File: config.mk
export PLATFORM = sky130hd
export DESIGN_NAME = csv_div
export DESIGN_NICKNAME = d
export VERILOG_FILES = /design/src/rtl/core/csv_pkg.sv /design/src/rtl/core/csv_div.sv
export SDC_FILE = /design/constraint.sdc
export NUM_CORES = 1
export LEC_CHECK = 0
export BUFFER_PORTS_ARGS = -buffer_cell sky130_fd_sc_hd__buf_2
export CAP_MARGIN = 20
export CORE_MARGIN = 10
export CORE_UTILIZATION = 30
export CTS_CLUSTER_SIZE = 16
export DETAILED_ROUTE_END_ITERATION = 8
export PLACE_DENSITY = 0.54
export SYNTH_ARGS = -nofsm -noshare
export SYNTH_HDL_FRONTEND = slang
export SYNTH_SLANG_ARGS = --single-unit
File: constraint.sdc
create_clock -name clock -period 2.4 [get_ports clock]
set_input_delay 0.48 -clock clock [delete_from_list [all_inputs] [get_ports clock]]
set_output_delay 0.48 -clock clock [all_outputs]
set_load 0.02 [all_outputs]
File: src/rtl/core/csv_pkg.sv
`default_nettype none

package csv_pkg;

   // scan depth and derived widths
   localparam int STORE_DEPTH = 64;
   localparam int CNT_W      = $clog2(STORE_DEPTH + 1);
   localparam int ID_W       = 9;
   localparam int VAL_W      = 16;
   localparam int SUM_W      = VAL_W + CNT_W;
   localparam int STEP_W     = $clog2(SUM_W);

   // configuration register map
   localparam int CSR_IDX_W = 1;
   localparam int CSR_DAT_W = 7;
   localparam logic [CSR_IDX_W-1:0] REG_VALID_FRAMES = 1'd0;
   localparam logic [CSR_IDX_W-1:0] REG_SCAN_FRAMES  = 1'd1;
   localparam logic [CSR_DAT_W-1:0] FRAMES_RESET     = 7'd64;

   typedef struct packed {
      logic                    detected;
      logic [ID_W-1:0]         cell_id;
      logic                    cp_normal;
      logic                    fdd;
      logic [VAL_W-1:0]        peak;
      logic [VAL_W-1:0]        psr;
      logic signed [VAL_W-1:0] cfo_hz;
   } req_type;

   typedef struct packed {
      logic                    found;
      logic [ID_W-1:0]         best_cell_id;
      logic                    best_cp_normal;
      logic                    best_fdd;
      logic [VAL_W-1:0]        peak_mean;
      logic [VAL_W-1:0]        last_psr;
      logic signed [VAL_W-1:0] last_cfo_hz;
      logic [6:0]              mode_count;
      logic [6:0]              detect_count;
   } rsp_type;

   // one distinct cell id with its tallies
   typedef struct packed {
      logic             valid;
      logic [ID_W-1:0]  id;
      logic [CNT_W-1:0] cnt;
      logic [CNT_W-1:0] ncp;
      logic [CNT_W-1:0] nfdd;
   } cell_data_type;

   // broadcast control from the sequencer to every cell
   typedef struct packed {
      logic            clear;
      logic            shift;
      logic            update;
      logic [ID_W-1:0] id;
      logic            cp;
      logic            fdd;
   } cell_ctrl_type;

   typedef enum logic [1:0] {
      ST_IDLE,
      ST_VOTE,
      ST_RESULT
   } state_type;

endpackage

`default_nettype wire

File: src/rtl/core/csv_div.sv
`default_nettype none

module csv_div import csv_pkg::*; (
   input  wire logic             clock,
   input  wire logic             reset,
   input  wire logic             start,
   input  wire logic [SUM_W-1:0] dividend,
   input  wire logic [CNT_W-1:0] divisor,
   output logic                  busy,
   output logic [SUM_W-1:0]      quotient
);

   logic [CNT_W-1:0]  rem_ff, rem_in;
   logic [SUM_W-1:0]  quo_ff, quo_in;
   logic [STEP_W-1:0] step_ff, step_in;
   logic              busy_ff, busy_in;
   logic [CNT_W:0]    trial;
   logic [CNT_W:0]    diff;
   logic              qbit;

   assign busy     = busy_ff;
   assign quotient = quo_ff;

   // one restoring step per cycle, dividend bits shift out as quotient shifts in
   assign trial = {rem_ff, quo_ff[SUM_W-1]};
   assign diff  = trial - {1'b0, divisor};
   assign qbit  = (trial >= {1'b0, divisor});

   always_comb begin
      rem_in  = rem_ff;
      quo_in  = quo_ff;
      step_in = step_ff;
      busy_in = busy_ff;
      if (start) begin
         rem_in  = '0;
         quo_in  = dividend;
         step_in = '0;
         busy_in = 1'b1;
      end else if (busy_ff) begin
         rem_in  = qbit ? diff[CNT_W-1:0] : trial[CNT_W-1:0];
         quo_in  = {quo_ff[SUM_W-2:0], qbit};
         step_in = step_ff + STEP_W'(1);
         if (step_ff == STEP_W'(SUM_W - 1)) begin
            busy_in = 1'b0;
         end
      end
   end

   always_ff @(posedge clock) begin
      if (reset) begin
         busy_ff <= 1'b0;
         step_ff <= '0;
      end else begin
         busy_ff <= busy_in;
         step_ff <= step_in;
      end
   end

   always_ff @(posedge clock) begin
      rem_ff <= rem_in;
      quo_ff <= quo_in;
   end

endmodule

`default_nettype wire

# == Word level (Yosys, flattened, before mapping) ==
# Index checks and enable logic that the tools add are counted.
# word_totals
reg_bits,36
latch_bits,0
mem_bits_rw,0
mem_bits_ro,0
out_inout_bits,24
memories,0
# classes
add_sub_neg,2
mul,0
div,0
order_cmp,1
n_eq_ne,1
shift,0
muxes,6
n_bitwise,0
n_reduce_logical,2
# ops
op,n
$mux 23,2
$ge 8x7->1,1
$mux 7,1
$sub 7x7->7,1
$add 5x1->5 const B,1
$eq 5x5->1 const B,1
$mux 1,3
$reduce_bool 2->1,1
$reduce_or 2->1,1

# == Depth between registers and ports, before layout ==
# Gate-level depths: netlist (run 1).
# logic_depth
ltp_word,4
ltp_mapped,9

# == Least setup slack after synthesis (run 1) ==
# Ideal clock, no wire load.
# synth_path
path_type,register to register
from,reg quo_ff[22] (netlist: quotient[22])
to,reg rem_ff[0]
arrival_time_ns,2.224
t_required_ns,2.312
path_slack_ns,0.088
path_stages_with_launch,10
path_buffers,2
cell_sequence,edfxtp_1 inv_1 ha_1 fa_1 nand2b_1 a211o_1 buf_6 and3_1 buf_6 a311oi_2
# synth_via
elab_chain_len,2
elab_cells_between_ends,3
cone_classes,add/sub (1); order compare (1); mux (1)
# synth_rtl
element,line_no,text
from (decl),csv_div.sv:14,"logic [SUM_W-1:0] quo_ff, quo_in;"
from (signal assigned),csv_div.sv:61,quo_ff <= quo_in;
$sub 7x7->7 / $ge 8x7->1 (equally long branches),"csv_div.sv:26, csv_div.sv:27",
$mux 7 *,csv_div.sv:40,rem_in = qbit ? diff[CNT_W-1:0] : trial[CNT_W-1:0];
to (signal assigned),csv_div.sv:60,rem_ff <= rem_in;
to (decl),csv_div.sv:13,"logic [CNT_W-1:0] rem_ff, rem_in;"
# Every way passes the cells marked *; elsewhere a longest branch is shown, timed or not.
# A chain may end at the register's enable or synchronous reset.

# == Worst setup path after layout (run 1) ==
# layout_path
from,reg quo_ff[22] (netlist: quotient[22])
to,reg rem_ff[5]
# Same word-level chain as after synthesis.

==> results.md, run 1 <==
* Reg-to-reg slack, setup at ~220 ps
* Die area at 10600 µm²
* Mapped Nets at 223
* Hold WS at 441 ps
* Std cell rows at 30
* Synth-to-Final Area Change at 23.5%
* CTS tree: built
* Vias in the first global route at 1553
* Die H at just over 100 µm
* Initial DRT Pass Iterations at 4
* Number of flops mapped to enable cells by yosys at 23
* Final Slew Violations at 0
* Most common cell after layout, fill and taps aside: buf_2
* Final WL at between 4 and 5 mm
* Static Leak at roughly 0.0011 µW
* Register area at 951 µm²
* Post-CTS Resized at 0
* RSZ-0062 raised after global routing: false
* Starting density of the core at a little under a third
* Reg-to-Reg Start: quotient[22]
* Footprint of the multi-input gates at 1000 µm²
* Initial antenna violation count at 0
* Final core utilization at 37.9%
* Max-Cap Viols at 0
* Cell area power density at ~600 nW/µm²
* Global-route wire length before repair at around 7.4 mm
* Most frequent cells in the layout: buf_2, edfxtp_1, mux2_2
* Setup crit end kind: flip-flop
* CTS Hold Bufs at 0
* Ratio of cells with drive above 1 in the final layout at 42.6%
* Vias per inst at approximately 4.8
* Hold EP: busy
* Die width at about 100 µm
* Port Buffers at 56
* Count of cell types in the netlist at between 40 and 50
* Synthesized instance count at 180
* Total track usage at 8.72%
* HP Start: reset
* Synthesized flop and latch total at 36
* Sequential cell area fraction in the yosys report at 46.1%
* Antenna cells at 0
* Critical path arrival at 2370 ps
* Fin Setup TNS at 0 ps
* Cell taking the most area after synthesis: edfxtp_1
* CP required at 2600 ps
* R2r endpoint: rem_ff[5]
* Setup WS pre-CTS at between 40 and 50 ps
* Top cell type's share of synthesized area at approximately a third
* VDD IR max at 0.326 mV
* IO Count at between 50 and 60
* Slowest-stage cell, CP: fa_1
* CP Cell Sequence: inv_1 -> ha_1 -> fa_1 -> nand2b_1 -> a211o_1 -> buf_4 -> a31o_2 -> o21ai_0
* Reg2Reg Depth at 8
* Hold path cells at 2
* Mapped cell area at 2060 µm²
* Mean post-synth cell area at 11.5 µm²
* ANT nets after route at 0
* Setup crit start kind: flip-flop
* Async SR Flop Fraction at 0%
* Fillers at 683
* GRT overflow at 0
* Prevailing post-synth register cell: edfxtp_1
* DR iter-0 viols at 56
* Ranking of synthesized cells by area: edfxtp_1, dfxtp_1, mux2_2
* Largest net degree at the start of global routing at 16
* Syn. warnings at 0
* Clock latency on the worst-skew pair at around 280 ps
* Clock transition at the registers of the reported paths at 70 ps
* HP Class: in -> reg
* CTS Buffer Depth at 2
* Fmax at 0.460 GHz
* Fin. Hold Viols at 0
* Drt drc at 0
* Slew HR at 74.1%
* Final Critical Period at 2180 ps
* Max FO, Critical Path at 8
* H-tree Lvls at 2
* Final WS setup at 225 ps
* Num CTS Buffers at 5
* # setup viols final at 0
* Delay of the slowest cell on the worst path at 390 ps
* Post-DP HPWL at 3.66 mm
* Root buf cell: clkbuf_8
* Kind of critical path: reg -> reg
* Wire length per cell at 14.8 µm
* # nets final at 284
* Vias at 1533
* CTS sink count at 36
* Outcome: finished, final reports clean
* Worst clock skew at 9.70 ps
* Setup Buffers After CTS at 0
* Tcrit/Tclk final at 90.6%
* GPL Wtd Cong at 0.783
* Core ar. at around 6700 µm²
* Worst slew pin tran at 387 ps
## final cells by class
cell class	instances	area share (%)
inverter	11	1.62
tap	80	3.93
clock buffer	7	3.00
multi-input combinational	121	39.5
clock inverter	1	0.197
sequential	36	37.3
timing repair buffer	66	14.4
## registers in the layout, summed over array words and instances (netlist names)
| name | count |
|---|---|
| quotient | 23 |
| rem_ff | 7 |
| step_ff | 5 |
| busy | 1 |
## how the worst max path moves through the flow
| stage | from | endpoint | slack [ps] | cells after the start |
|---|---|---|---|---|
| after floorplan | quotient[22] | rem_ff[0] | 90 | 9 |
| after global placement | divisor[0] | rem_ff[2] | 100 | 7 |
| after detailed placement | divisor[0] | rem_ff[5] | 40 | 8 |
| after CTS | quotient[22] | rem_ff[5] | 190 | 8 |
| after global routing | quotient[22] | rem_ff[5] | 90 | 8 |
| final | quotient[22] | rem_ff[5] | 220 | 8 |
## Yosys cell counts (all sizes together), types with 4 or more instances
cell type,n
a211oi,4
a41oi,4
buf,4
clkbuf,8
dfxtp,13
edfxtp,23
ha,9
inv,11
mux2,22
nand2,8
nand2b,4
nand4,4
nor2,11
nor3,4
nor3b,5
xor2,5
## power breakdown
part	switching (µW)	internal [µW]	leakage, µW
Combinational	196	158	0.000685
Sequential	32.2	723	0.000338
Clock	210	204	0.0000422
Total	439	1080	0.00106
## worst max-delay path: cells and delay by family (launching register included)
| kind | cells | cell delay, ps |
|---|---|---|
| fa+ha+maj | 2 | 600 |
| compound gates | 3 | 710 |
| flops | 1 | 350 |
| simple gates | 1 | 190 |
| buf+inv | 2 | 250 |
## per-stage QoR
stage               power, µW  cell area, µm²  std cells
floorplan                1010            2060        180
global placement         1130            2460        314
detailed placement       1130            2460        314
CTS                      1550            2550        322
global route             1610            2550        322
finish                   1520            2550        322
## metal layers
metal  up-vias  part of all wire [%]  GRT usage [%]
met5         -                     0              0
li1        785                     -              -
met4         0                  0.27           2.25
met3         2                   6.8           3.49
met2        37                    48           13.8
met1       709                    45           10.7
## cell families (layout without fill, tap and decap cells)
family	count (synthesis)	count (layout)	synth area share [%]
simple gates	50	50	13.5
buf+inv	23	85	5.16
xor+xnor	7	7	2.97
fa+ha+maj	10	10	6.43
mux	23	23	12.5
flops	36	36	46.1
compound gates	31	31	13.3
Note: power is estimated with default switching activity, not from simulation.
==> run 2, diff against run 1 <==
Settings changed: CELL_PAD_IN_SITES_DETAIL_PLACEMENT set to 0, CELL_PAD_IN_SITES_GLOBAL_PLACEMENT set to 1, PLACE_DENSITY 0.54 to 0.65.
==> results.md, run 2 (synthesized netlist as in run 1, its figures left out) <==
* Outcome: finished, final reports clean
* Worst clock skew at 6.45 ps
* Final Critical Period at 2170 ps
* Critical path arrival at between 2000 and 2500 ps
* Setup Buffers After CTS at 0
* HP Class: in -> reg
* DR iter-0 viols at 64
* Std cell rows at 30
* # nets final at 281
* Clock latency on the worst-skew pair at around 280 ps
* Port Buffers at 56
* Global-route wire length before repair at 7.58 mm
* Ratio of cells with drive above 1 in the final layout at slightly above 40%
* Fin Setup TNS at 0 ps
* Cell area power density at 603 nW/µm²
* Most common cell after layout, fill and taps aside: buf_2
* VDD IR max at 0.225 mV
* Fmax at around 0.46 GHz
* Register area at ~950 µm²
* Die width at 103 µm
* Top Family by Delay on Critical Path: adder cells
* CTS Buffer Depth at 2
* Total track usage at a little under a tenth
* Starting density of the core at 30.7%
* GPL Wtd Cong at 0.772
* Wire length per cell at 15.2 µm
* Initial DRT Pass Iterations at 4
* Die area at 10600 µm²
* Tcrit/Tclk final at 90.4%
* ANT nets after route at 0
* Slowest-stage cell, CP: fa_1
* CTS sink count at 36
* Fin. Hold Viols at 0
* Final core utilization at 37.4%
* Final Slew Violations at 0
* CTS Hold Bufs at 0
* Setup crit end kind: flip-flop
* Delay of the slowest cell on the worst path at 400 ps
* Max FFs per register at 23
* Max FO, Critical Path at 6
* Num CTS Buffers at 5
* Synth-to-Final Area Change at 21.7%
* Root buf cell: clkbuf_8
* Slew HR at 63.0%
* Fillers at 663
* Final WL at 4.84 mm
* Kind of critical path: reg -> reg
* Post-DP HPWL at approximately 3.6 mm
* Clock transition at the registers of the reported paths at 70 ps
* Drt drc at 0
* Footprint of the multi-input gates at 1000 µm²
* CP required at roughly 2600 ps
* Static Leak at 0.00104 µW
* GRT overflow at 0
* Worst Path Buf+Inv at 1
* # setup viols final at 0
* Vias per inst at 4.77
* Max-Cap Viols at 0
* RSZ-0062 raised after global routing: false
* CTS tree: built
* Die H at 103 µm
* Vias at between 1.5k and 2k
* Initial antenna violation count at 0
* H-tree Lvls at 2
* Antenna cells at 0
* Core ar. at between 6000 and 7000 µm²
* Vias in the first global route at 1550
* IO Count at 57
* Setup crit start kind: flip-flop
* Largest net degree at the start of global routing at 27
* Post-CTS Resized at 0
* Most frequent cells in the layout: buf_2, edfxtp_1, mux2_2
* CP Cell Sequence: inv_1 -> ha_1 -> fa_1 -> nand2b_1 -> a211o_1 -> and3_1 -> a311oi_2
* Worst slew pin tran at 555 ps
* Total power at 1510 µW
==> run 2: cell types whose count changed in the layout (fill, tap and decap cells not counted) <==
cell      before  now
buf_4          9    7
clkinv_1       0    1
clkinv_2       1    0
buf_12         1    0
==> run 2: path summary, 6_finish.rpt <==
| path | from | endpoint | slack [ps] | cells after the start |
|---|---|---|---|---|
| min reg2reg | step_ff[1] | step_ff[1] | 530 | 2 |
| max reg2reg | quotient[22] | rem_ff[0] | 230 | 7 |
| min | reset | step_ff[0] | 450 | 2 |
| max | quotient[22] | rem_ff[0] | 230 | 7 |
==> run 2: layout make-up <==
| type | count | area share (%) |
|---|---|---|
| repair buffers | 63 | 13.3 |
| inverters | 11 | 1.65 |
| clock buffers | 7 | 3.04 |
| well taps | 80 | 3.99 |
| flip-flops and latches | 36 | 37.9 |
| clock inverters | 1 | 0.150 |
| multi-input cells | 121 | 40.0 |
==> run 2: layer usage <==
layer,up-vias,global-route usage (%),share of wire (%)
li1,776,-,-
met1,715,11.0,44
met2,25,14.5,50
met3,6,3.22,5.0
met4,0,3.32,1.8
met5,-,0,0
==> run 2: metrics by stage <==
stage / worst slack, ps / cells / area (µm²) / hold slack (ps)
after floorplan: 87.7 / 180 / 2060 / 486
after CTS: 206 / 319 / 2510 / 435
after global placement: 95.6 / 311 / 2430 / 509
after detailed placement: 61.8 / 311 / 2430 / 516
after global routing: 85.1 / 319 / 2510 / 459
final: 230 / 319 / 2510 / 450
==> run 2: report_power, final <==
| part | total (µW) | switching, µW | leakage (µW) | internal [µW] |
|---|---|---|---|---|
| Sequential | 751 | 28.2 | 0.000338 | 723 |
| Clock | 409 | 207 | 0.0000399 | 202 |
| Combinational | 353 | 201 | 0.000665 | 152 |
| Total | 1510 | 437 | 0.00104 | 1080 |
==> run 3, diff against run 2 <==
Settings changed: CORE_MARGIN 10 to 2, MAX_ROUTING_LAYER set to met4.
==> results.md, run 3 (synthesized netlist as in run 1, its figures left out) <==
* Outcome: finished, final reports clean
* Fmax at between 0.4 and 0.5 GHz
* Setup Buffers After CTS at 0
* Clock latency on the worst-skew pair at 280 ps
* Critical path arrival at 2340 ps
* Post-DP HPWL at ~3.2 mm
* IO Count at 57
* CTS Hold Bufs at 0
* Most frequent cells in the layout: buf_2, edfxtp_1, mux2_2
* VDD IR max at roughly 0.24 mV
* Core ar. at 6720 µm²
* Global-route wire length before repair at 6.91 mm
* CP startpoint: quotient[22]
* Max FO, Critical Path at 6
* Fin Setup TNS at 0 ps
* H-tree Lvls at 2
* Std cell rows at 30
* Final WS setup at 254 ps
* Setup crit end kind: flip-flop
* Largest net degree at the start of global routing at 24
* DP Area at 2440 µm²
* Slowest-stage cell, CP: fa_1
* Final core utilization at a little under two fifths
* Net Sw Frac at roughly 29%
* HP Start: reset
* Synth-to-Final Area Change at 22.1%
* Starting density of the core at a little under a third
* CTS Buffer Depth at 2
* Die width at 86.9 µm
* Vias in the first global route at around 1.4k
* Setup WS pre-CTS at approximately 84 ps
* Final Critical Period at 2150 ps
* Total track usage at 11.9%
* Worst clock skew at around 5.4 ps
* Slew HR at 62.0%
* Fillers at ~680
* Die area at 7550 µm²
* Port Buffers at 56
* CTS tree: built
* HP Class: in -> reg
* Delay of the slowest cell on the worst path at 390 ps
* ANT nets after route at 0
* Reg-to-Reg Start: quotient[22]
* Kind of critical path: reg -> reg
* DR iter-0 viols at 61
* Fin. Hold Viols at 0
* Post-CTS Resized at 0
* Drt drc at 0
* Most common cell after layout, fill and taps aside: buf_2
* Cell Int Power at 1070 µW
* Antenna cells at 0
* RSZ-0062 raised after global routing: false
* Num CTS Buffers at 5
* Worst slew pin tran at about 570 ps
* Ratio of cells with drive above 1 in the final layout at 41.7%
* Flop pwr share at 50.2%
* CP Cell Sequence: inv_1 -> ha_1 -> fa_1 -> nand2b_1 -> a211o_1 -> and3_1 -> a311oi_2
* Final WL at around 4.3 mm
* CP required at between 2000 and 3000 ps
* Cell area power density at roughly 600 nW/µm²
* GPL Wtd Cong at 0.776
* Vias at 1523
* Psw at 429 µW
* Max-Cap Viols at 0
* CTS sink count at 36
* Comb pwr share at 23.0%
* Vias per inst at about 4.8
* Post-route cell area at 2520 µm²
* # setup viols final at 0
* GRT overflow at 0
* Setup crit start kind: flip-flop
* Die H at 86.9 µm
* Initial DRT Pass Iterations at 4
* Static Leak at 0.00105 µW
* Final Slew Violations at 0
* Wire length per cell at ~13 µm
* Max FFs per register at 23
* Clock network fraction of design power at 26.8%
* Hold WS at 457 ps
* # nets final at 282
* Tcrit/Tclk final at 89.4%
* Initial antenna violation count at 0
* Clock transition at the registers of the reported paths at 70 ps
* Root buf cell: clkbuf_8
==> run 3: cell count changes in the layout (fill, tap and decap cells not counted), sizes merged <==
cell / previous run / this run
clkinv: 1 / 2
clkbuf: 7 / 6
buf: 63 / 64
==> run 3: area by class of cell <==
type | count | area, µm² | area share [%]
Multi-Input combinational cell | 121 | 1000 | 39.9
Sequential cell | 36 | 951 | 37.8
Timing Repair Buffer | 64 | 340 | 13.5
Tap cell | 80 | 100 | 3.98
Clock buffer | 6 | 72.6 | 2.88
Inverter | 11 | 41.3 | 1.64
Clock inverter | 2 | 7.51 | 0.298
==> run 3: per-stage QoR <==
step / total power, µW / cells
global route: 1590 / 320
CTS: 1530 / 320
floorplan: 1010 / 180
finish: 1500 / 320
global placement: 1120 / 312
detailed placement: 1120 / 312
==> run 3: worst paths after layout <==
path / endpoint / slack (ps) / depth (start not counted)
worst min register to register: step_ff[1] / 530 / 2
worst max register to register: rem_ff[0] / 250 / 7
worst min-delay path: busy / 460 / 2
worst max-delay path: rem_ff[0] / 250 / 7
==> run 3: worst max-delay path: cells and delay by family (launching register included) <==
kind	cells	cell delay [ps]
flip-flops	1	350
buffers and inverters	1	80
adder cells (fa/ha/maj)	2	600
AO/OA/AOI/OAI	2	560
AND/OR/NAND/NOR	2	470
==> run 3: routing by layer <==
layer	share of wire [%]	vias to the layer above	GRT usage, %
met2	49	24	18.1
met3	2.8	6	2.56
met1	47	705	16.3
li1	-	788	-
met5	0	-	-
met4	0.84	0	2.98
==> run 3: power by group through the flow <==
| stage | Clock, µW | Sequential, µW | Combinational [µW] |
|---|---|---|---|
| 2_1_floorplan | 0 | 816 | 189 |
| 3_3_place_gp | 0 | 767 | 349 |
| 3_5_place_dp | 0 | 768 | 349 |
| 4_1_cts | 420 | 755 | 351 |
| 5_1_grt | 447 | 762 | 382 |
| 6_report | 402 | 754 | 346 |
