## src/rtl/core/csv_pkg.sv

```systemverilog
`default_nettype none

package csv_pkg;

   // scan depth and derived widths
   localparam int STORE_DEPTH = 64;
   localparam int CNT_W      = $clog2(STORE_DEPTH + 1);
   localparam int ID_W       = 9;
   localparam int VAL_W      = 16;
   localparam int SUM_W      = VAL_W + CNT_W;
   localparam int STEP_W     = $clog2(SUM_W);

   // configuration register map
   localparam int CSR_IDX_W = 1;
   localparam int CSR_DAT_W = 7;
   localparam logic [CSR_IDX_W-1:0] REG_VALID_FRAMES = 1'd0;
   localparam logic [CSR_IDX_W-1:0] REG_SCAN_FRAMES  = 1'd1;
   localparam logic [CSR_DAT_W-1:0] FRAMES_RESET     = 7'd64;

   typedef struct packed {
      logic                    detected;
      logic [ID_W-1:0]         cell_id;
      logic                    cp_normal;
      logic                    fdd;
      logic [VAL_W-1:0]        peak;
      logic [VAL_W-1:0]        psr;
      logic signed [VAL_W-1:0] cfo_hz;
   } req_type;

   typedef struct packed {
      logic                    found;
      logic [ID_W-1:0]         best_cell_id;
      logic                    best_cp_normal;
      logic                    best_fdd;
      logic [VAL_W-1:0]        peak_mean;
      logic [VAL_W-1:0]        last_psr;
      logic signed [VAL_W-1:0] last_cfo_hz;
      logic [6:0]              mode_count;
      logic [6:0]              detect_count;
   } rsp_type;

   // one distinct cell id with its tallies
   typedef struct packed {
      logic             valid;
      logic [ID_W-1:0]  id;
      logic [CNT_W-1:0] cnt;
      logic [CNT_W-1:0] ncp;
      logic [CNT_W-1:0] nfdd;
   } cell_data_type;

   // broadcast control from the sequencer to every cell
   typedef struct packed {
      logic            clear;
      logic            shift;
      logic            update;
      logic [ID_W-1:0] id;
      logic            cp;
      logic            fdd;
   } cell_ctrl_type;

   typedef enum logic [1:0] {
      ST_IDLE,
      ST_VOTE,
      ST_RESULT
   } state_type;

endpackage

`default_nettype wire

```

## src/rtl/core/csv_cell.sv

```systemverilog
`default_nettype none

module csv_cell import csv_pkg::*; (
   input  wire logic          clock,
   input  wire logic          reset,
   input  wire cell_ctrl_type ctrl,
   input  wire logic          load,
   input  wire cell_data_type nb_data,
   output cell_data_type      data,
   output logic               hit
);

   cell_data_type data_ff, data_in;

   // this cell already holds the broadcast id
   assign hit  = data_ff.valid && (data_ff.id == ctrl.id);
   assign data = data_ff;

   // clear, shift toward the head, tally or take a new id
   always_comb begin
      data_in = data_ff;
      if (ctrl.clear) begin
         data_in.valid = 1'b0;
      end else if (ctrl.shift) begin
         data_in = nb_data;
      end else if (ctrl.update) begin
         if (hit) begin
            data_in.cnt  = data_ff.cnt + CNT_W'(1);
            data_in.ncp  = data_ff.ncp + CNT_W'(ctrl.cp);
            data_in.nfdd = data_ff.nfdd + CNT_W'(ctrl.fdd);
         end else if (load) begin
            data_in.valid = 1'b1;
            data_in.id    = ctrl.id;
            data_in.cnt   = CNT_W'(1);
            data_in.ncp   = CNT_W'(ctrl.cp);
            data_in.nfdd  = CNT_W'(ctrl.fdd);
         end
      end
   end

   always_ff @(posedge clock) begin
      if (reset) begin
         data_ff.valid <= 1'b0;
      end else begin
         data_ff <= data_in;
      end
   end

endmodule

`default_nettype wire

```

## config.mk

```make
export PLATFORM = sky130hd
export DESIGN_NAME = csv_cell
export DESIGN_NICKNAME = d
export VERILOG_FILES = /design/src/rtl/core/csv_pkg.sv /design/src/rtl/core/csv_cell.sv
export SDC_FILE = /design/constraint.sdc
export NUM_CORES = 1
export LEC_CHECK = 0
export ABC_CLOCK_PERIOD_IN_PS = 3370
export BUFFER_PORTS_ARGS = -buffer_cell sky130_fd_sc_hd__buf_2
export CAP_MARGIN = 30
export CORE_MARGIN = 5
export CORE_UTILIZATION = 30
export CTS_BUF_LIST = sky130_fd_sc_hd__clkbuf_16
export DETAILED_ROUTE_END_ITERATION = 8
export HOLD_SLACK_MARGIN = 0.06
export PLACE_DENSITY_LB_ADDON = 0.25
export SETUP_SLACK_MARGIN = 0.05
export SYNTH_ARGS = -nofsm -noshare
export SYNTH_HDL_FRONTEND = slang
export SYNTH_SLANG_ARGS = --single-unit
```

## constraint.sdc

```tcl
create_clock -name clock -period 3.37 [get_ports clock]
set_clock_uncertainty 0.15 [all_clocks]
set_input_delay 1.011 -clock clock [delete_from_list [all_inputs] [get_ports clock]]
set_output_delay 1.011 -clock clock [all_outputs]
set_load 0.1 [all_outputs]
```

* Word level (Yosys, flattened, before mapping) *
Index checks and enable logic that the tools add are counted.

word-level totals
  register bits after elaboration = 31
  output and inout port bits = 32

cells by class
  add/sub/neg operators = 3
  eq/ne operators = 2
  multiplexer cells = 5
  bitwise operators = 2
  reductions and logical operators = 8

operators with widths
  cell                   count
  $mux W31               3
  $mux W21               1
  $add A7 B1 Y7          2
  $mux W10               1
  $eq A9 B9 Y1           1
  $add A7 B1 Y7 const B  1
  $reduce_and A5 Y1      1
  $reduce_and A4 Y1      1
  $reduce_bool A2 Y1     2
  $reduce_and A3 Y1      1
  $reduce_bool A3 Y1     1
  $ne A2 B2 Y1 const B   1
  $not A1 Y1             2
  $reduce_or A2 Y1       1
  $logic_and A1 B1 Y1    1

* Logic depth before layout (Yosys ltp) *
Gate-level depths: netlist of run 1.

  depth in word-level cells = 5
  depth in mapped cells = 6
  mapped depth without buffers = 6

* Worst setup path before layout of run 1 *
OpenSTA, ideal clock, no wires.

  path type = input to output
  from = input ctrl[7] in the netlist's numbering
  to = output hit
  arrival = 3481 ps
  data required time = 2209 ps
  setup slack = -1272 ps
  cell stages on the path = 3
  cell sequence = xnor2_1 > nand4_1 > nor3_1

on the way
  word-level cells in the longest chain between the ends = 2

ends and longest elaborated chain
  element              RTL line        text
  start, declared      csv_cell.sv:6   input wire cell_ctrl_type ctrl,
  $eq A9 B9 Y1         csv_cell.sv:16  assign hit = data_ff.valid && (data_ff.id == ctrl.id);
  $logic_and A1 B1 Y1  csv_cell.sv:16
  end, declared        csv_cell.sv:10  output logic hit

No other way between the ends.

* Final worst setup path of run 1 *
  from = input ctrl[5] in the netlist's numbering
  to = output hit

The elaborated chain is that of the path after synthesis.

==> metrics.txt, run 1 <==
status finished, final reports clean; HPWL Detailed 3573 um; RSZ-0062 raised after global routing no; synth top area cells edfxtp_1 49%, xnor2_1 7.6%, mux2_2 5.5%; final setup fails 0; PwrDens 489.8 nW/um2; initial antenna violation count 0; Die ar. 7858 um2; total CTS buffers 5; Highest Signal Layer met4; Syn Inst Count 158; DR pass1 iterations 4; synth warn 0; largest net degree at the start of global routing 35; Congestion Overflow GR 0; CP required 2.21 ns; Hold Buf Count CTS 0; commonest cells after routing, fill and taps aside 78 x buf_2, 30 x edfxtp_1, 19 x nand2_1; Final Cycle Share 95.12%; CTS max path bufs 2; leading area contributor after synthesis edfxtp_1; root buf cell clkbuf_16; #FFs+latches synth 31; DRT iter0 DRCs 71; synthesized area per cell 11.74 um2; CP startpoint ctrl[5]; endpoint class of the critical path output pin; met1 WL 1925 um; Core ar. 5956 um2; number of port buffers 79; syn_nets 211; Peak VDD IR 0.3196 mV; Final Max Tran Viols 0; Crit Path Category primary input to output pin; Clk pin slew, worst setup/hold paths 0.05 ns; vias in the first global route 1,567; most common cell after layout, fill and taps aside buf_2; GRT Total Usage 12.11%; Fillers 595; H-Tree Depth 2; row count 28; Worst-Skew Late Latency 0.27 ns; final-report hold violation count 0; routed length per instance 14.69 um; PostCTS Resize Cnt 0; top-area cell type share of the netlist area 48.55%; max reg flops 31; CTS tree built; Max-cap violations 0; Sink Count 31; share of cells above drive strength 1 46.44%; hold slack 0.4162 ns; slew margin rel. 66.65%; Post-DRT Antenna Nets 0; post-layout min period 3.205 ns; Area Overhead vs Synth 34.05%; Chip Height 88.65 um; gpl congestion 0.6904; WL met3 430 um; Distinct cells, synth 28; Achievable Freq 0.3120 GHz; I/O pins 80; met2 wire length 2231 um; Initial Util 31.16%; DRC 0; Die Wd 88.65 um; Worst EP arrival 2.04 ns; CP Max Fanout 3; first-pass GRT wire length 7258 um; register area share after synthesis 49.63%; Vias/cell 4.806; Worst Max-Slew Pin Slew 0.5038 ns; Leak 0.9757 nW; hold_sp data[30]; CP startpoint kind primary input; Ant. Diodes 0; nets@finish 291; DR vias 1,509; worst hold path type flip-flop to flip-flop; Mapped Area 1856 um2; WL final 4612 um; reg2reg start data[24]; post-layout util 41.76%; setup bufs post-CTS 0
[through the flow]
step	cell area (um2)	setup WS, ns	setup TNS (ns)	power (mW)	std cells
after global routing	2487	0.05874	0	1.275	314
final	2487	0.1646	0	1.218	314
after detailed placement	2347	0.1677	0	0.8074	306
after floorplan	1871	-0.02772	-0.02772	0.7347	158
after global placement	2347	0.1862	0	0.8055	306
after CTS	2487	0.1553	0	1.238	314
[worst paths after layout]
check                                end  slack [ns]  depth (start not counted)
worst max-delay path                 hit        0.16                          5
worst min-delay path            data[30]        0.42                          2
worst max register to register  data[19]        1.31                          5
worst min register to register  data[30]        0.42                          2
[per-layer routing]
layer,GRT usage (%),vias to the layer above
met5,0,-
met4,3.297,0
met3,3.911,2
met2,20.85,55
met1,14.49,696
li1,-,756
[final cells by class]
type	count	area (um2)	share of cell area, %
clock buffer	5	125.1	5.030
clock inverter	3	15.01	0.6036
timing repair buffer	82	432.9	17.40
sequential	31	920.9	37.02
inverter	1	3.754	0.1509
multi-input combinational	117	895.9	36.02
tap	75	93.84	3.773
[power breakdown]
part	internal [mW]	switching [mW]
Sequential	0.453	0.0202
Clock	0.269	0.153
Combinational	0.0781	0.245
[logic make-up (layout without fill, tap and decap cells)]
family                     count (synthesis)  count (layout)  synth area share, %
AOI/OAI and AO/OA                         29              29                13.42
DFF                                       31              31                49.63
and+or+nand+nor                           50              50                13.89
adders and majority gates                  5               5                3.372
muxes                                      9               9                5.462
buffers and inverters                     10              91                2.899
xor gates and xnor gates                  24              24                11.33
[synth_stat cells]
| library cell | n |
|---|---|
| edfxtp_1 | 30 |
| nand2_1 | 19 |
| xnor2_1 | 16 |
| mux2_2 | 9 |
| nand3_1 | 8 |
| o31ai_1 | 8 |
| o31ai_2 | 8 |
| xor2_1 | 8 |
| nand4_1 | 7 |
| and3_1 | 6 |
| ha_1 | 5 |
| nor2_1 | 5 |
| o21ai_0 | 5 |
| a21oi_1 | 3 |
| a31oi_1 | 3 |
| clkbuf_1 | 3 |
| and4_1 | 2 |
| buf_1 | 2 |
| buf_4 | 2 |
| a22o_1 | 1 |
| and2_1 | 1 |
| buf_2 | 1 |
| buf_6 | 1 |
| dfxtp_1 | 1 |
| inv_1 | 1 |
| nand3_4 | 1 |
| nor3_1 | 1 |
| o31ai_4 | 1 |
[critical path, cell delays in order]
cell	delay (ns)
buf_2	0.11
xnor2_1	0.19
nand4_1	0.23
nor3_4	0.29
buf_12	0.21
Note: power is estimated with default switching activity, not from simulation.
==> inputs of run 2 (changes only) <==
- CORE_UTILIZATION: 30 -> 43
==> metrics.txt, run 2 (synthesis results as in run 1) <==
status finished, final reports clean (unchanged); DR pass1 iterations 4 (unchanged); worst hold path type flip-flop to flip-flop (unchanged); Die Wd 75.69 um (was 88.65 um); setup bufs post-CTS 0 (unchanged); share of cells above drive strength 1 45.80% (was 46.44%); Comb pwr share 26.9% (was 26.5%); Area after DPL 2323 um2 (was 2347 um2); post-layout util 60.01% (was 41.76%); final-report hold violation count 0 (unchanged); Hold Buf Count CTS 0 (unchanged); Achievable Freq 0.3107 GHz (was 0.3120 GHz); first-pass GRT wire length 6817 um (was 7258 um); reg-to-reg endpoint data[10] (was data[19]); row count 23 (was 28); CTS tree built (unchanged); Post-DRT Antenna Nets 0 (unchanged); initial antenna violation count 0 (unchanged); slew margin rel. 66.83% (was 66.65%); largest net degree at the start of global routing 24 (was 35); total CTS buffers 5 (unchanged); hold worst-path end data[30] (unchanged); Die ar. 5729 um2 (was 7858 um2); vias in the first global route 1,524 (was 1,567); DR vias 1,536 (was 1,509); endpoint class of the critical path output pin (unchanged); PwrDens 490.1 nW/um2 (was 489.8 nW/um2); Area Overhead vs Synth 32.16% (was 34.05%); PostCTS Resize Cnt 0 (unchanged); gpl congestion 0.7353 (was 0.6904); Leak 0.9741 nW (was 0.9757 nW); root buf cell clkbuf_16 (unchanged); most common cell after layout, fill and taps aside buf_2 (unchanged); GRT Total Usage 15.92% (was 12.11%); Max-cap violations 0 (unchanged); Total Neg Setup Slack 0 ns (unchanged); DRT iter0 DRCs 98 (was 71); Worst-Skew Late Latency 0.27 ns (about the same); H-Tree Depth 2 (unchanged); CP required 2.21 ns (about the same); routed length per instance 15.01 um (was 14.69 um); CP startpoint kind primary input (unchanged); CTS max path bufs 2 (unchanged); post-layout min period 3.219 ns (was 3.205 ns); RSZ-0062 raised after global routing no (unchanged); I/O pins 80 (unchanged); Peak VDD IR 0.2924 mV (was 0.3196 mV); Clk pin slew, worst setup/hold paths 0.05 ns (about the same); reg2reg setup slack 1.33 ns (was 1.31 ns); Chip Height 75.69 um (was 88.65 um); final setup fails 0 (unchanged); Worst EP arrival 2.06 ns (was 2.04 ns); number of port buffers 79 (unchanged); switching share of power 33.95% (was 34.33%); Net Sw Power 408.0 uW (was 418.3 uW); reg2reg start data[26] (was data[24]); design area 2452 um2 (was 2487 um2); clock power share 33.7% (was 34.6%); CP max stage cell nor3_4 (unchanged); hold depth 2 (unchanged); nets@finish 292 (was 291); hold_sp data[30] (unchanged); HPWL Detailed 3367 um (was 3573 um); Worst Max-Slew Pin Slew 0.5010 ns (was 0.5038 ns); Seq pwr share 39.4% (was 38.9%); Congestion Overflow GR 0 (unchanged); WL final 4324 um (was 4612 um); commonest cells after routing, fill and taps aside 78 x buf_2, 30 x edfxtp_1, 19 x nand2_1 (unchanged); worst-path cell chain buf_2, xnor2_1, nand4_1, nor3_4, buf_12 (unchanged); CP max stage delay 0.28 ns (was 0.29 ns); Sink Count 31 (unchanged); DRC 0 (unchanged); Ant. Diodes 0 (unchanged); FF-to-FF path depth 5 (unchanged); Initial Util 45.41% (was 31.16%); Crit Path Category primary input to output pin (unchanged); Vias/cell 5.333 (was 4.806); Final Cycle Share 95.52% (was 95.12%); Final Max Tran Viols 0 (unchanged); CP Max Fanout 3 (unchanged); internal power 793.8 uW (was 800.0 uW); Power, Total 1.202 mW (was 1.218 mW); max reg flops 31 (unchanged); Core ar. 4086 um2 (was 5956 um2)
## run 2: layout make-up
| type | count | area [um2] |
|---|---|---|
| Tap cell | 50 | 62.56 |
| Inverter | 1 | 3.754 |
| Clock buffer | 5 | 125.1 |
| Clock inverter | 1 | 3.754 |
| Multi-Input combinational cell | 117 | 895.9 |
| Sequential cell | 31 | 920.9 |
| Fill cell | 377 | 1634 |
| Timing Repair Buffer | 83 | 440.4 |
## run 2: worst max-delay path: cells and delay by family
family	cells	cell delay (ns)
buf+inv	2	0.32
simple gates	2	0.52
xor+xnor	1	0.21
## run 2: worst max path at each step
stage,start,endpoint,slack [ns],cells past startpoint
2_1_floorplan,ctrl[5],hit,-0.03,3
5_1_grt,ctrl[4],hit,0.06,5
3_3_place_gp,ctrl[7],hit,0.13,5
6_report,ctrl[7],hit,0.15,5
3_5_place_dp,ctrl[7],hit,0.13,5
4_1_cts,ctrl[7],hit,0.13,5
## run 2: stage by stage
step                cells  hold slack [ns]  setup slack [ns]
finish                288           0.4061            0.1510
CTS                   288           0.4083            0.1281
global placement      282           0.3906            0.1347
floorplan             158           0.8460          -0.02772
detailed placement    282           0.4005            0.1281
global route          288           0.4580           0.05623
## run 2: routing by layer
metal  track usage, %  share of wire (%)  vias to the layer above  wire length (um)
met2            27.23                 47                       65              2053
met1            18.57                 40                      706              1729
li1                 -                  -                      759                 -
met4            4.660                1.2                        0                53
met5                0                  0                        -                 0
met3            6.069                 11                        6               488
## run 2: power by group through the flow
| stage | combinational (mW) | sequential, mW | clock, mW |
|---|---|---|---|
| after floorplan | 0.0877 | 0.647 | 0 |
| after global placement | 0.324 | 0.479 | 0 |
| after detailed placement | 0.326 | 0.480 | 0 |
| after CTS | 0.326 | 0.473 | 0.413 |
| after global routing | 0.343 | 0.476 | 0.432 |
| final | 0.324 | 0.473 | 0.405 |
==> inputs of run 3 (changes only) <==
- ABC_CLOCK_PERIOD_IN_PS: 3370 -> unset
- CORE_UTILIZATION: 43 -> 51
- clock period: 3.37 -> 3.8 ns (I/O delays scaled with it)
==> metrics.txt, run 3 (synthesis results as in run 1) <==
status finished, final reports clean (unchanged); setup bufs post-CTS 0 (unchanged); most common cell after layout, fill and taps aside buf_2 (unchanged); first-pass GRT wire length 7631 um (was 6817 um); Fillers 296 (was 377); DRT iter0 DRCs 49 (was 98); post-layout min period 3.500 ns; met1 WL 1693 um (was 1729 um); hold_sp data[30] (unchanged); nets@finish 290 (was 292); GRT Total Usage 19.35% (was 15.92%); Total Neg Setup Slack 0 ns (unchanged); RSZ-0062 raised after global routing no (unchanged); Die ar. 4945 um2 (was 5729 um2); hold worst-path end data[30] (unchanged); CTS tree built (unchanged); Worst EP arrival 2.21 ns (was 2.06 ns); Achievable Freq 0.2857 GHz; Hold Buf Count CTS 0 (unchanged); Chip Height 70.32 um (was 75.69 um); Ant. Diodes 0 (unchanged); CP required 2.51 ns (was 2.21 ns); share of cells above drive strength 1 44.96% (was 45.80%); DR vias 1,531 (was 1,536); reg2reg start data[28] (was data[26]); WL final 4387 um (was 4324 um); Sink Count 31 (unchanged); Core ar. 3606 um2 (was 4086 um2); Final Cycle Share 92.09%; Highest Signal Layer met4 (unchanged); Congestion Overflow GR 0 (unchanged); CP Max Fanout 3 (unchanged); DRC 0 (unchanged); Crit Path Category primary input to output pin (unchanged); Max-cap violations 0 (unchanged); HPWL Detailed 3363 um (was 3367 um); routed length per instance 15.34 um (was 15.01 um); I/O pins 80 (unchanged); WL met3 347 um (was 488 um); total CTS buffers 5 (unchanged); CTS max path bufs 2 (unchanged); number of port buffers 79 (unchanged); worst hold path type flip-flop to flip-flop (unchanged); Storage cell area 920.9 um2 (unchanged); H-Tree Depth 2 (unchanged); final-report hold violation count 0 (unchanged); Leak 0.9758 nW (was 0.9741 nW); Vias/cell 5.353 (was 5.333); commonest cells after routing, fill and taps aside 78 x buf_2, 30 x edfxtp_1, 19 x nand2_1 (unchanged); largest net degree at the start of global routing 31 (was 24); vias in the first global route 1,686 (was 1,524); PwrDens 436.8 nW/um2 (was 490.1 nW/um2); Die Wd 70.32 um (was 75.69 um); multi-input combinational cell area 895.9 um2 (unchanged); slew margin rel. 57.73% (was 66.83%); Worst Max-Slew Pin Slew 0.6340 ns (was 0.5010 ns); reg2reg setup slack 1.48 ns (was 1.33 ns); Initial Util 51.46% (was 45.41%); root buf cell clkbuf_16 (unchanged); max reg flops 31 (unchanged); final setup fails 0 (unchanged); FF-to-FF path depth 5 (unchanged); endpoint class of the critical path output pin (unchanged); PostCTS Resize Cnt 0 (unchanged); Clk pin slew, worst setup/hold paths 0.05 ns (about the same); Final Max Tran Viols 0 (unchanged); Worst-Skew Late Latency 0.26 ns (was 0.27 ns); DR pass1 iterations 4 (unchanged); Peak VDD IR 0.2824 mV (was 0.2924 mV); hold slack 0.4075 ns (was 0.4061 ns); row count 22 (was 23); gpl congestion 0.7541 (was 0.7353); reg-to-reg endpoint data[6] (was data[10]); met2 wire length 2320 um (was 2053 um); CP startpoint kind primary input (unchanged); Final WS setup 0.3004 ns (was 0.1510 ns); initial antenna violation count 0 (unchanged); Area Overhead vs Synth 31.62% (was 32.16%); Post-DRT Antenna Nets 0 (unchanged); hold depth 2 (unchanged); DP Worst Slack 0.2905 ns (was 0.1281 ns)
## run 3: changes by cell type in the layout (fill, tap and decap cells not counted)
cell,delta
buf_4,-2
inv_1,+2
## run 3: worst max-delay path by stage
| stage | start | end | slack (ns) | cells after the start |
|---|---|---|---|---|
| floorplan | ctrl[5] | hit | 0.14 | 3 |
| detailed placement | ctrl[3] | hit | 0.29 | 5 |
| finish | ctrl[3] | hit | 0.30 | 5 |
| global placement | ctrl[7] | hit | 0.32 | 5 |
| global route | ctrl[8] | hit | 0.19 | 5 |
| CTS | ctrl[3] | hit | 0.29 | 5 |
## run 3: layer usage
layer | up-vias | global-route usage (%)
met3 | 2 | 7.482
met4 | 0 | 4.894
met5 | - | 0
met2 | 51 | 34.10
met1 | 723 | 21.72
li1 | 755 | -
## run 3: final cells by class
type,instances,area share [%]
inverters,1,0.1537
repair buffers,81,17.42
clock inverters,3,0.4611
multi-input cells,117,36.68
well taps,48,2.459
flip-flops and latches,31,37.70
clock buffers,5,5.123
## run 3: through the flow
step / area [um2] / total power [mW] / cells / utilization (%)
after detailed placement: 2306 / 0.7152 / 278 / 63.95
after global placement: 2306 / 0.7096 / 278 / 63.95
after floorplan: 1867 / 0.6514 / 158 / -
after CTS: 2442 / 1.080 / 286 / 67.73
after global routing: 2442 / 1.116 / 286 / 67.73
final: 2442 / 1.067 / 286 / 67.73
## run 3: power by group
part	switching [mW]	internal [mW]	total (mW)
combinational	0.218	0.0692	0.287
clock	0.125	0.234	0.359
sequential	0.0179	0.402	0.420
## run 3: worst max-delay path, stage by stage
cell,delay (ns)
buf_2,0.11
xnor2_1,0.19
nand4_1,0.26
nor3_4,0.29
buf_12,0.20
